File: src/rtl/core/lscg_pkg.sv
`timescale 1ns / 1ps

package lscg_pkg;

  // value width; the gradient clamps at the narrower of this and the port width
  localparam int VALUE_WIDTH = 32;
  localparam int GRAD_W      = 32;
  localparam int SAT_W_RAW   = (VALUE_WIDTH < GRAD_W) ? VALUE_WIDTH : GRAD_W;
  localparam int SAT_W       = (SAT_W_RAW < 2) ? 2 : SAT_W_RAW;

  // field and datapath widths
  localparam int COEF_W     = 32;
  localparam int VAL_W      = 32;
  localparam int MUL_W      = 33;
  localparam int PROD_W     = 2 * MUL_W;
  localparam int SUM_W      = 48;
  localparam int ACC_W      = 58;
  localparam int FRAC_SHIFT = 24;
  localparam int SHIFTED_W  = PROD_W - FRAC_SHIFT;

  // clamp limits in accumulator width
  localparam logic signed [ACC_W-1:0] ACC_HI =
    (ACC_W'(1) <<< (SAT_W - 1)) - ACC_W'(1);
  localparam logic signed [ACC_W-1:0] ACC_LO = -ACC_HI - ACC_W'(1);

  // configuration
  localparam int PADDR_W = 2;
  localparam int PDATA_W = 32;
  localparam int DIM_W   = 2;
  localparam logic [PADDR_W-1:0] REG_DIMENSION_ADDR = PADDR_W'(0);
  localparam logic [DIM_W-1:0]   DIM_RESET = 2'd3;
  localparam logic [DIM_W-1:0]   DIM_2D    = 2'd2;

  // item codes
  localparam logic OP_LOAD = 1'b0;
  localparam logic OP_FACE = 1'b1;
  localparam logic [1:0] ROW_NONE = 2'd3;

  typedef enum logic [2:0] {
    S_IDLE,
    S_FACE,
    S_FDRAIN,
    S_CLOSE,
    S_CDRAIN,
    S_FIN
  } state_t;

  // what the registered product is for
  typedef enum logic [1:0] {
    TAG_FACE,
    TAG_LO,
    TAG_HI
  } tag_kind_t;

  typedef struct packed {
    tag_kind_t   kind;
    logic [1:0]  idx;
    logic        row_end;
  } mul_tag_t;

endpackage

File: src/rtl/core/least_squares_cell_gradient_top.sv
`timescale 1ns / 1ps

// Weighted least-squares gradient of one cell variable, Q16.16 values with
// Q8.24 weights and matrix. All products go through one 33x33 signed multiplier
// with a registered output, so that multiplier sets how soon the next item can
// be taken. A matrix row load is taken in the idle state and leaves the input
// ready for the next item, as does a boundary face that is not the last face.
// A face with a neighbour issues D products, where D is 2 in 2D mode and 3
// otherwise, and then drains the multiplier. The last face of a cell then runs
// the closing matrix-vector product. Each of its D*D terms needs two passes
// through the multiplier, one for the low 24 and one for the high 24 bits of the 48-bit sum.
// The result is held in an output register, so the next cell may start while
// it waits to be taken; a closing product that finds that register still full
// holds the input until it is taken. No clearing pass follows reset.
module least_squares_cell_gradient_top (
  input  logic                                clk,
  input  logic                                rst,
  // configuration port
  input  logic                                psel,
  input  logic                                penable,
  input  logic                                pwrite,
  input  logic [lscg_pkg::PADDR_W-1:0]        paddr,
  input  logic [lscg_pkg::PDATA_W-1:0]        pwdata,
  output logic [lscg_pkg::PDATA_W-1:0]        prdata,
  output logic                                pready,
  // input items
  input  logic                                in_valid,
  output logic                                in_ready,
  input  logic                                op,
  input  logic [1:0]                          row_index,
  input  logic signed [lscg_pkg::COEF_W-1:0]  coef_x,
  input  logic signed [lscg_pkg::COEF_W-1:0]  coef_y,
  input  logic signed [lscg_pkg::COEF_W-1:0]  coef_z,
  input  logic signed [lscg_pkg::VAL_W-1:0]   center_value,
  input  logic signed [lscg_pkg::VAL_W-1:0]   neighbor_value,
  input  logic                                neighbor_valid,
  input  logic                                last_face,
  // results
  output logic                                out_valid,
  input  logic                                out_ready,
  output logic signed [lscg_pkg::GRAD_W-1:0]  grad_x,
  output logic signed [lscg_pkg::GRAD_W-1:0]  grad_y,
  output logic signed [lscg_pkg::GRAD_W-1:0]  grad_z,
  output logic                                saturated
);
  import lscg_pkg::*;

  state_t state, state_next;

  logic [DIM_W-1:0]               dimension;
  logic signed [COEF_W-1:0]       matrix [3][3];
  logic signed [SUM_W-1:0]        ws [3];
  logic signed [COEF_W-1:0]       coef_q [3];
  logic signed [MUL_W-1:0]        diff_q;
  logic                           last_q;
  logic [1:0]                     d_cnt;
  logic [1:0]                     row_cnt;
  logic [1:0]                     col_cnt;
  logic                           half_q;
  logic signed [ACC_W-1:0]        acc;
  logic signed [GRAD_W-1:0]       grad_w [3];
  logic                           sat_w;

  logic                           in_fire;
  logic                           cfg_write;
  logic                           out_free;
  logic [1:0]                     last_idx;
  logic                           issue;
  logic signed [MUL_W-1:0]        mul_a;
  logic signed [MUL_W-1:0]        mul_b;
  mul_tag_t                       tag_in;
  logic signed [PROD_W-1:0]       prod;
  mul_tag_t                       ptag;
  logic                           prod_valid;
  logic signed [SUM_W-1:0]        term_face;
  logic signed [ACC_W-1:0]        contrib;
  logic signed [ACC_W-1:0]        acc_sum;
  logic signed [GRAD_W-1:0]       clamped;
  logic                           clamp_hit;
  logic signed [MUL_W-1:0]        diff_in;

  assign in_fire   = in_valid && in_ready;
  assign cfg_write = psel && penable && pwrite && pready;
  assign out_free  = !out_valid || out_ready;
  assign last_idx  = (dimension == DIM_2D) ? 2'd1 : 2'd2;
  assign diff_in   = $signed({neighbor_value[VAL_W-1], neighbor_value})
                   - $signed({center_value[VAL_W-1], center_value});

  // configuration register
  assign pready = 1'b1;

  always_ff @(posedge clk) begin
    if (rst) begin
      dimension <= DIM_RESET;
    end else if (cfg_write && paddr == REG_DIMENSION_ADDR) begin
      dimension <= pwdata[DIM_W-1:0];
    end
  end

  always_comb begin
    prdata = '0;
    if (paddr == REG_DIMENSION_ADDR) begin
      prdata = PDATA_W'(dimension);
    end
  end

  // state register
  always_ff @(posedge clk) begin
    if (rst) begin
      state <= S_IDLE;
    end else begin
      state <= state_next;
    end
  end

  // sequencer: next state and multiplier operands
  always_comb begin
    state_next = state;
    in_ready   = 1'b0;
    issue      = 1'b0;
    mul_a      = '0;
    mul_b      = '0;
    tag_in     = '{kind: TAG_FACE, idx: 2'd0, row_end: 1'b0};
    case (state)
      S_IDLE: begin
        in_ready = 1'b1;
        if (in_valid && op == OP_FACE) begin
          if (neighbor_valid) begin
            state_next = S_FACE;
          end else if (last_face) begin
            state_next = S_CLOSE;
          end
        end
      end
      S_FACE: begin
        issue  = 1'b1;
        mul_a  = {coef_q[d_cnt][COEF_W-1], coef_q[d_cnt]};
        mul_b  = diff_q;
        tag_in = '{kind: TAG_FACE, idx: d_cnt, row_end: 1'b0};
        if (d_cnt == last_idx) begin
          state_next = S_FDRAIN;
        end
      end
      S_FDRAIN: begin
        state_next = last_q ? S_CLOSE : S_IDLE;
      end
      S_CLOSE: begin
        issue = 1'b1;
        mul_a = {matrix[row_cnt][col_cnt][COEF_W-1], matrix[row_cnt][col_cnt]};
        if (half_q) begin
          // high part of the sum, signed
          mul_b = {{(MUL_W-SUM_W+FRAC_SHIFT){ws[col_cnt][SUM_W-1]}},
                   ws[col_cnt][SUM_W-1:FRAC_SHIFT]};
        end else begin
          // low part of the sum, unsigned
          mul_b = {{(MUL_W-FRAC_SHIFT){1'b0}}, ws[col_cnt][FRAC_SHIFT-1:0]};
        end
        tag_in = '{kind: half_q ? TAG_HI : TAG_LO, idx: row_cnt,
                   row_end: half_q && (col_cnt == last_idx)};
        if (half_q && col_cnt == last_idx && row_cnt == last_idx) begin
          state_next = S_CDRAIN;
        end
      end
      S_CDRAIN: begin
        state_next = S_FIN;
      end
      S_FIN: begin
        if (out_free) begin
          state_next = S_IDLE;
        end
      end
      default: begin
        state_next = S_IDLE;
      end
    endcase
  end

  // step counters
  always_ff @(posedge clk) begin
    if (rst) begin
      d_cnt   <= 2'd0;
      row_cnt <= 2'd0;
      col_cnt <= 2'd0;
      half_q  <= 1'b0;
    end else begin
      if (state == S_FACE) begin
        d_cnt <= d_cnt + 2'd1;
      end else begin
        d_cnt <= 2'd0;
      end
      if (state == S_CLOSE) begin
        half_q <= !half_q;
        if (half_q) begin
          if (col_cnt == last_idx) begin
            col_cnt <= 2'd0;
            row_cnt <= row_cnt + 2'd1;
          end else begin
            col_cnt <= col_cnt + 2'd1;
          end
        end
      end else begin
        row_cnt <= 2'd0;
        col_cnt <= 2'd0;
        half_q  <= 1'b0;
      end
    end
  end

  // face operands
  always_ff @(posedge clk) begin
    if (in_fire && op == OP_FACE) begin
      coef_q[0] <= coef_x;
      coef_q[1] <= coef_y;
      coef_q[2] <= coef_z;
      diff_q    <= diff_in;
      last_q    <= last_face;
    end
  end

  // matrix rows
  always_ff @(posedge clk) begin
    if (rst) begin
      for (int r = 0; r < 3; r++) begin
        for (int c = 0; c < 3; c++) begin
          matrix[r][c] <= '0;
        end
      end
    end else if (in_fire && op == OP_LOAD && row_index != ROW_NONE) begin
      matrix[row_index][0] <= coef_x;
      matrix[row_index][1] <= coef_y;
      matrix[row_index][2] <= coef_z;
    end
  end

  lscg_mul u_mul (
    .clk        (clk),
    .rst        (rst),
    .issue      (issue),
    .a          (mul_a),
    .b          (mul_b),
    .tag_in     (tag_in),
    .prod       (prod),
    .tag_out    (ptag),
    .prod_valid (prod_valid)
  );

  // product scaling and clamp
  always_comb begin
    term_face = {{(SUM_W-SHIFTED_W){prod[PROD_W-1]}}, prod[PROD_W-1:FRAC_SHIFT]};
    case (ptag.kind)
      TAG_LO:  contrib = {{(ACC_W-SHIFTED_W){prod[PROD_W-1]}},
                          prod[PROD_W-1:FRAC_SHIFT]};
      TAG_HI:  contrib = prod[ACC_W-1:0];
      default: contrib = '0;
    endcase
    acc_sum = acc + contrib;
    if (acc_sum > ACC_HI) begin
      clamped   = ACC_HI[GRAD_W-1:0];
      clamp_hit = 1'b1;
    end else if (acc_sum < ACC_LO) begin
      clamped   = ACC_LO[GRAD_W-1:0];
      clamp_hit = 1'b1;
    end else begin
      clamped   = acc_sum[GRAD_W-1:0];
      clamp_hit = 1'b0;
    end
  end

  // face sums: accumulate, clear once the result is taken over
  always_ff @(posedge clk) begin
    if (rst) begin
      for (int i = 0; i < 3; i++) begin
        ws[i] <= '0;
      end
    end else if (state == S_FIN && out_free) begin
      for (int i = 0; i < 3; i++) begin
        ws[i] <= '0;
      end
    end else if (prod_valid && ptag.kind == TAG_FACE) begin
      ws[ptag.idx] <= ws[ptag.idx] + term_face;
    end
  end

  // row accumulator and working gradient
  always_ff @(posedge clk) begin
    if (rst) begin
      acc   <= '0;
      sat_w <= 1'b0;
      for (int i = 0; i < 3; i++) begin
        grad_w[i] <= '0;
      end
    end else begin
      if (state == S_CLOSE && row_cnt == 2'd0 && col_cnt == 2'd0 && !half_q) begin
        sat_w <= 1'b0;
        for (int i = 0; i < 3; i++) begin
          grad_w[i] <= '0;
        end
      end
      if (prod_valid && ptag.kind != TAG_FACE) begin
        if (ptag.row_end) begin
          acc               <= '0;
          grad_w[ptag.idx]  <= clamped;
          sat_w             <= sat_w | clamp_hit;
        end else begin
          acc <= acc_sum;
        end
      end
    end
  end

  // output register
  always_ff @(posedge clk) begin
    if (rst) begin
      out_valid <= 1'b0;
    end else if (state == S_FIN && out_free) begin
      out_valid <= 1'b1;
    end else if (out_ready) begin
      out_valid <= 1'b0;
    end
  end

  always_ff @(posedge clk) begin
    if (state == S_FIN && out_free) begin
      grad_x    <= grad_w[0];
      grad_y    <= grad_w[1];
      grad_z    <= grad_w[2];
      saturated <= sat_w;
    end
  end

endmodule

File: src/rtl/core/lscg_mul.sv
`timescale 1ns / 1ps

// Shared signed multiplier with a registered product and its routing tag.
module lscg_mul (
  input  logic                                clk,
  input  logic                                rst,
  input  logic                                issue,
  input  logic signed [lscg_pkg::MUL_W-1:0]   a,
  input  logic signed [lscg_pkg::MUL_W-1:0]   b,
  input  lscg_pkg::mul_tag_t                  tag_in,
  output logic signed [lscg_pkg::PROD_W-1:0]  prod,
  output lscg_pkg::mul_tag_t                  tag_out,
  output logic                                prod_valid
);
  import lscg_pkg::*;

  // product valid flag
  always_ff @(posedge clk) begin
    if (rst) begin
      prod_valid <= 1'b0;
    end else begin
      prod_valid <= issue;
    end
  end

  // product and tag
  always_ff @(posedge clk) begin
    if (issue) begin
      prod    <= a * b;
      tag_out <= tag_in;
    end
  end

endmodule

File: config.mk
export PLATFORM = sky130hd
export DESIGN_NAME = least_squares_cell_gradient_top
export DESIGN_NICKNAME = d
export VERILOG_FILES = /design/src/rtl/core/lscg_pkg.sv /design/src/rtl/core/least_squares_cell_gradient_top.sv /design/src/rtl/core/lscg_mul.sv
export SDC_FILE = /design/constraint.sdc
export NUM_CORES = 2
export LEC_CHECK = 0
export BUFFER_PORTS_ARGS = -buffer_cell sky130_fd_sc_hd__buf_4
export CAP_MARGIN = 40
export CORE_ASPECT_RATIO = 0.7
export CORE_MARGIN = 4
export CORE_UTILIZATION = 58
export CTS_CLUSTER_SIZE = 40
export DETAILED_ROUTE_END_ITERATION = 7
export GPL_ROUTABILITY_DRIVEN = 0
export PLACE_DENSITY_LB_ADDON = 0.2
export SKIP_LAST_GASP = 1
export SYNTH_ARGS = -nofsm -noshare
export SYNTH_HDL_FRONTEND = slang
export SYNTH_SLANG_ARGS = --single-unit
File: constraint.sdc
create_clock -name clk -period 10.68 [get_ports clk]
set_clock_uncertainty 0.2 [all_clocks]
set_input_delay 0 -clock clk [delete_from_list [all_inputs] [get_ports clk]]
set_output_delay 0 -clock clk [all_outputs]
set_load 0.005 [all_outputs]
==> impl_metrics.py <==
metrics = {
    "detailed_routing": {
        "ant_nets": 0,
        "via_count": 66235,
        "drt_iter0_drc": 8443,
        "drc": 1,
        "routed_wl_microns": 280000,
        "via_per_inst": 6.02,
        "dr.pass1.iters": 8,
        "routedWlPerCell_microns": 25.4,
    },
    "setup_path": {
        "max_stage_delay_ns": 0.75,
        "ff2ff_setup_slack_ns": 0.34,
        "worst_r2r_path_depth": 34,
        "critPathCaptureType": "register",
        "path_class": "register to register",
        "arrival_ns": 10.62,
        "cp_common_cell": "fa_1",
        "crit_slowest_cell": "fa_1",
        "critical_path_buf_inv_count": 7,
        "crit_fanout": 12,
        "reg2reg_to": "u_mul.prod[64]",
        "startpoint_type": "register",
        "crit_family": "adder cells",
        "cp.required_ns": 10.96,
    },
    "yosys": {
        "synth_area_sq_mm": 0.0888,
        "ys_seq_area_share_pct": 34.6,
        "syn_avg_cell_area_sq_um": 10.8,
        "synth.distinct_cells": 89,
        "async_reset_ff_share_pct": 0,
        "synth_edf_count": 970,
        "netlist.area_leader.share_pct": 32.8,
        "ys_warn_count": 0,
        "synthTopCellsByArea": "edfxtp_1 (33%), fa_1 (25%), inv_1 (5.5%), ha_1 (5.0%), mux4_2 (4.9%)",
        "synthFlopType": "edfxtp_1",
        "ys_ff_latch": 1049,
        "syn_inst": 8217,
        "yosysMostFrequentCell": "inv_1",
        "synth_common_cells": "inv_1 (1309), fa_1 (1126), edfxtp_1 (970)",
        "yosys.area.top_type": "edfxtp_1",
    },
    "power_and_ir_drop": {
        "p_leak_uw": 0.0449,
        "share_seq_of_total_power_pct": 27.8,
        "p_sw_uw": 8780,
        "p_sw_share_pct": 44.0,
        "power.internal_uw": 11200,
        "power.density_mw_per_mm2": 195,
        "p_clk_share_pct": 18.8,
        "combPwrFrac_pct": 53.5,
        "vdd_ir_drop_max_mv": 0.165,
    },
    "timing": {
        "hold_viol_final": 0,
        "setup_viol": 0,
        "min_period_ns": 10.34,
        "fin_crit_sh_pct": 96.8,
        "tns_ns": 0,
        "slew_viol_final": 0,
        "worstMarginPinSlew_ns": 0.948,
        "rsz0062_at_grt": "yes",
        "max_freq_mhz": 96.8,
        "slew_headroom_pct": 36.6,
    },
    "placement": {
        "numPortBuffers": 276,
        "hpwl_microns": 212000,
        "dpl_cell_area_sq_mm": 0.0953,
    },
    "clock_tree": {
        "htreeDepth": 3,
        "cts_root_buffer": "clkbuf_16",
        "cts_buffer_depth": 3,
        "insertion_delay_ns": 0.74,
        "cts.sinks": 1049,
        "clk_pin_slew_worst_paths_ns": 0.06,
        "cts_tree": "done",
        "numCtsBuffers": 103,
    },
    "floorplan": {
        "start_util_pct": 58.7,
        "io_pins": 338,
        "die-width_microns": 476,
        "num_rows": 119,
        "dieArea_sq_mm": 0.160,
        "core-area_sq_mm": 0.151,
        "die-height_microns": 335,
    },
    "global_routing": {
        "grt_pass1_vias": 67116,
        "antenna_found_initial": 11,
        "grt_max_degree": 95,
        "groute.usage.overall_pct": 35.5,
        "grt_pass1_wl_microns": 421000,
        "grt_overflow": 0,
    },
    "min_path": {
        "min_path_type": "primary input to register",
        "hp-start": "coef_y[22]",
        "whs_path_depth": 3,
        "hold-path-endpoint": "matrix[3][54]",
    },
    "flow_run": {
        "cap_viol_max_count": 0,
    },
    "cells_and_area": {
        "area_delta_synth_final_pct": 15.0,
        "drive_above_1_share_pct": 11.9,
        "nNetsFinal": 10614,
        "finish.instance_area_sq_mm": 0.102,
    },
    "run_status": {
        "outcome": "finished, violations left",
        "failed_checks": "design-rule violations",
    },
}
## registers in the layout (all words and copies together), names as in the netlist, 3 cells and up, named ones only
| signal | flops |
|---|---|
| matrix | 384 |
| ws | 192 |
| coef_q | 96 |
| grad_w | 96 |
| u_mul.prod | 66 |
| acc | 58 |
| diff_q | 33 |
| grad_x | 32 |
| grad_y | 32 |
| grad_z | 32 |
| u_mul.tag_out | 5 |
| state | 3 |
## per-stage QoR
stage	hold WS (ns)	power (uW)	cells	util, %	worst slack, ns
floorplan	-0.116	11900	8342	-	0.160
global placement	0.00121	15400	10478	62.9	-0.000803
detailed placement	0.00154	15700	10488	63.0	0.0329
CTS	0.000479	19600	10996	67.4	0.0490
global route	0.0251	21000	11008	67.5	-0.0244
finish	0.0473	19900	11011	67.5	0.345
## how the worst max path moves through the flow
stage | cells past startpoint | end | slack [ns]
final | 34 | u_mul.prod[64] | 0.34
after global routing | 35 | u_mul.prod[61] | -0.02
after CTS | 34 | u_mul.prod[61] | 0.05
after detailed placement | 34 | u_mul.prod[61] | 0.03
after global placement | 34 | u_mul.prod[61] | -0.0008
after floorplan | 32 | u_mul.prod[61] | 0.16
## repair_timing
| item | in CTS | in global routing |
|---|---|---|
| buffers inserted | 0 | 6 |
| setup endpoints to repair | 0 | 10 |
| hold buffers | 320 | 1 |
| resized for setup | 0 | 25 |
| endpoints found under the hold margin | 682 | 1 |
## worst reg2reg max path, delay by kind of cell, from the launching register on
kind            cells  cell delay (ns)
flops               1             0.45
mux                 2             0.80
simple gates       10             1.71
compound gates      5             1.16
fa+ha+maj           9             4.62
xor+xnor            1             0.16
buf+inv             7             1.01
## routing by layer
metal | share of wire, % | track usage, % | up-vias
met3 | 16 | 16.9 | 610
li1 | - | - | 28206
met2 | 41 | 48.9 | 4580
met1 | 39 | 50.2 | 32829
met5 | 0.069 | 0.776 | -
met4 | 3.4 | 9.86 | 10
## layout by cell type (no fill, tap or decap), drive strengths merged, types with 84 or more instances in the layout
cell type | Yosys | final
mux4 | 192 | 192
inv | 1310 | 1316
and2 | 252 | 252
mux2i | 91 | 91
conb | 2 | 127
a21o | 108 | 108
nand2b | 90 | 90
edfxtp | 970 | 970
a21oi | 236 | 236
fa | 1126 | 1126
nand2 | 904 | 904
o21ai | 213 | 213
nor2 | 810 | 810
clkbuf | 364 | 127
ha | 357 | 357
buf | 91 | 611
xnor2 | 118 | 118
dlygate4sd3 | 0 | 321
nor2b | 84 | 84
and3 | 125 | 125
## layout make-up
type	instances	area [sq um]
Multi-Input combinational cell	5526	52200
Fill cell	11223	49200
Sequential cell	1049	30700
Timing Repair Buffer	933	8360
Inverter	1312	4930
Clock buffer	126	2690
Tap cell	1996	2500
Clock inverter	62	693
Antenna cell	7	17.5
## cells by family after synthesis
kind of cell / count (synthesis) / synth area share [%]
multiplexers: 285 / 5.92
XOR/XNOR: 179 / 1.76
AO/OA/AOI/OAI: 982 / 7.13
buffers and inverters: 1767 / 7.66
AND/OR/NAND/NOR: 2470 / 12.5
adder cells (fa/ha/maj): 1483 / 30.4
flip-flops: 1049 / 34.6
other: 2 / 0.00845
## power by group through the flow
stage	Sequential, uW	Clock [uW]	Combinational [uW]
after CTS	5530	3770	10300
after detailed placement	5610	0	10100
after global routing	5540	3950	11500
final	5540	3740	10700
after floorplan	5340	0	6560
after global placement	5610	0	9810
No activity file was read; power rests on OpenSTA's default activity.
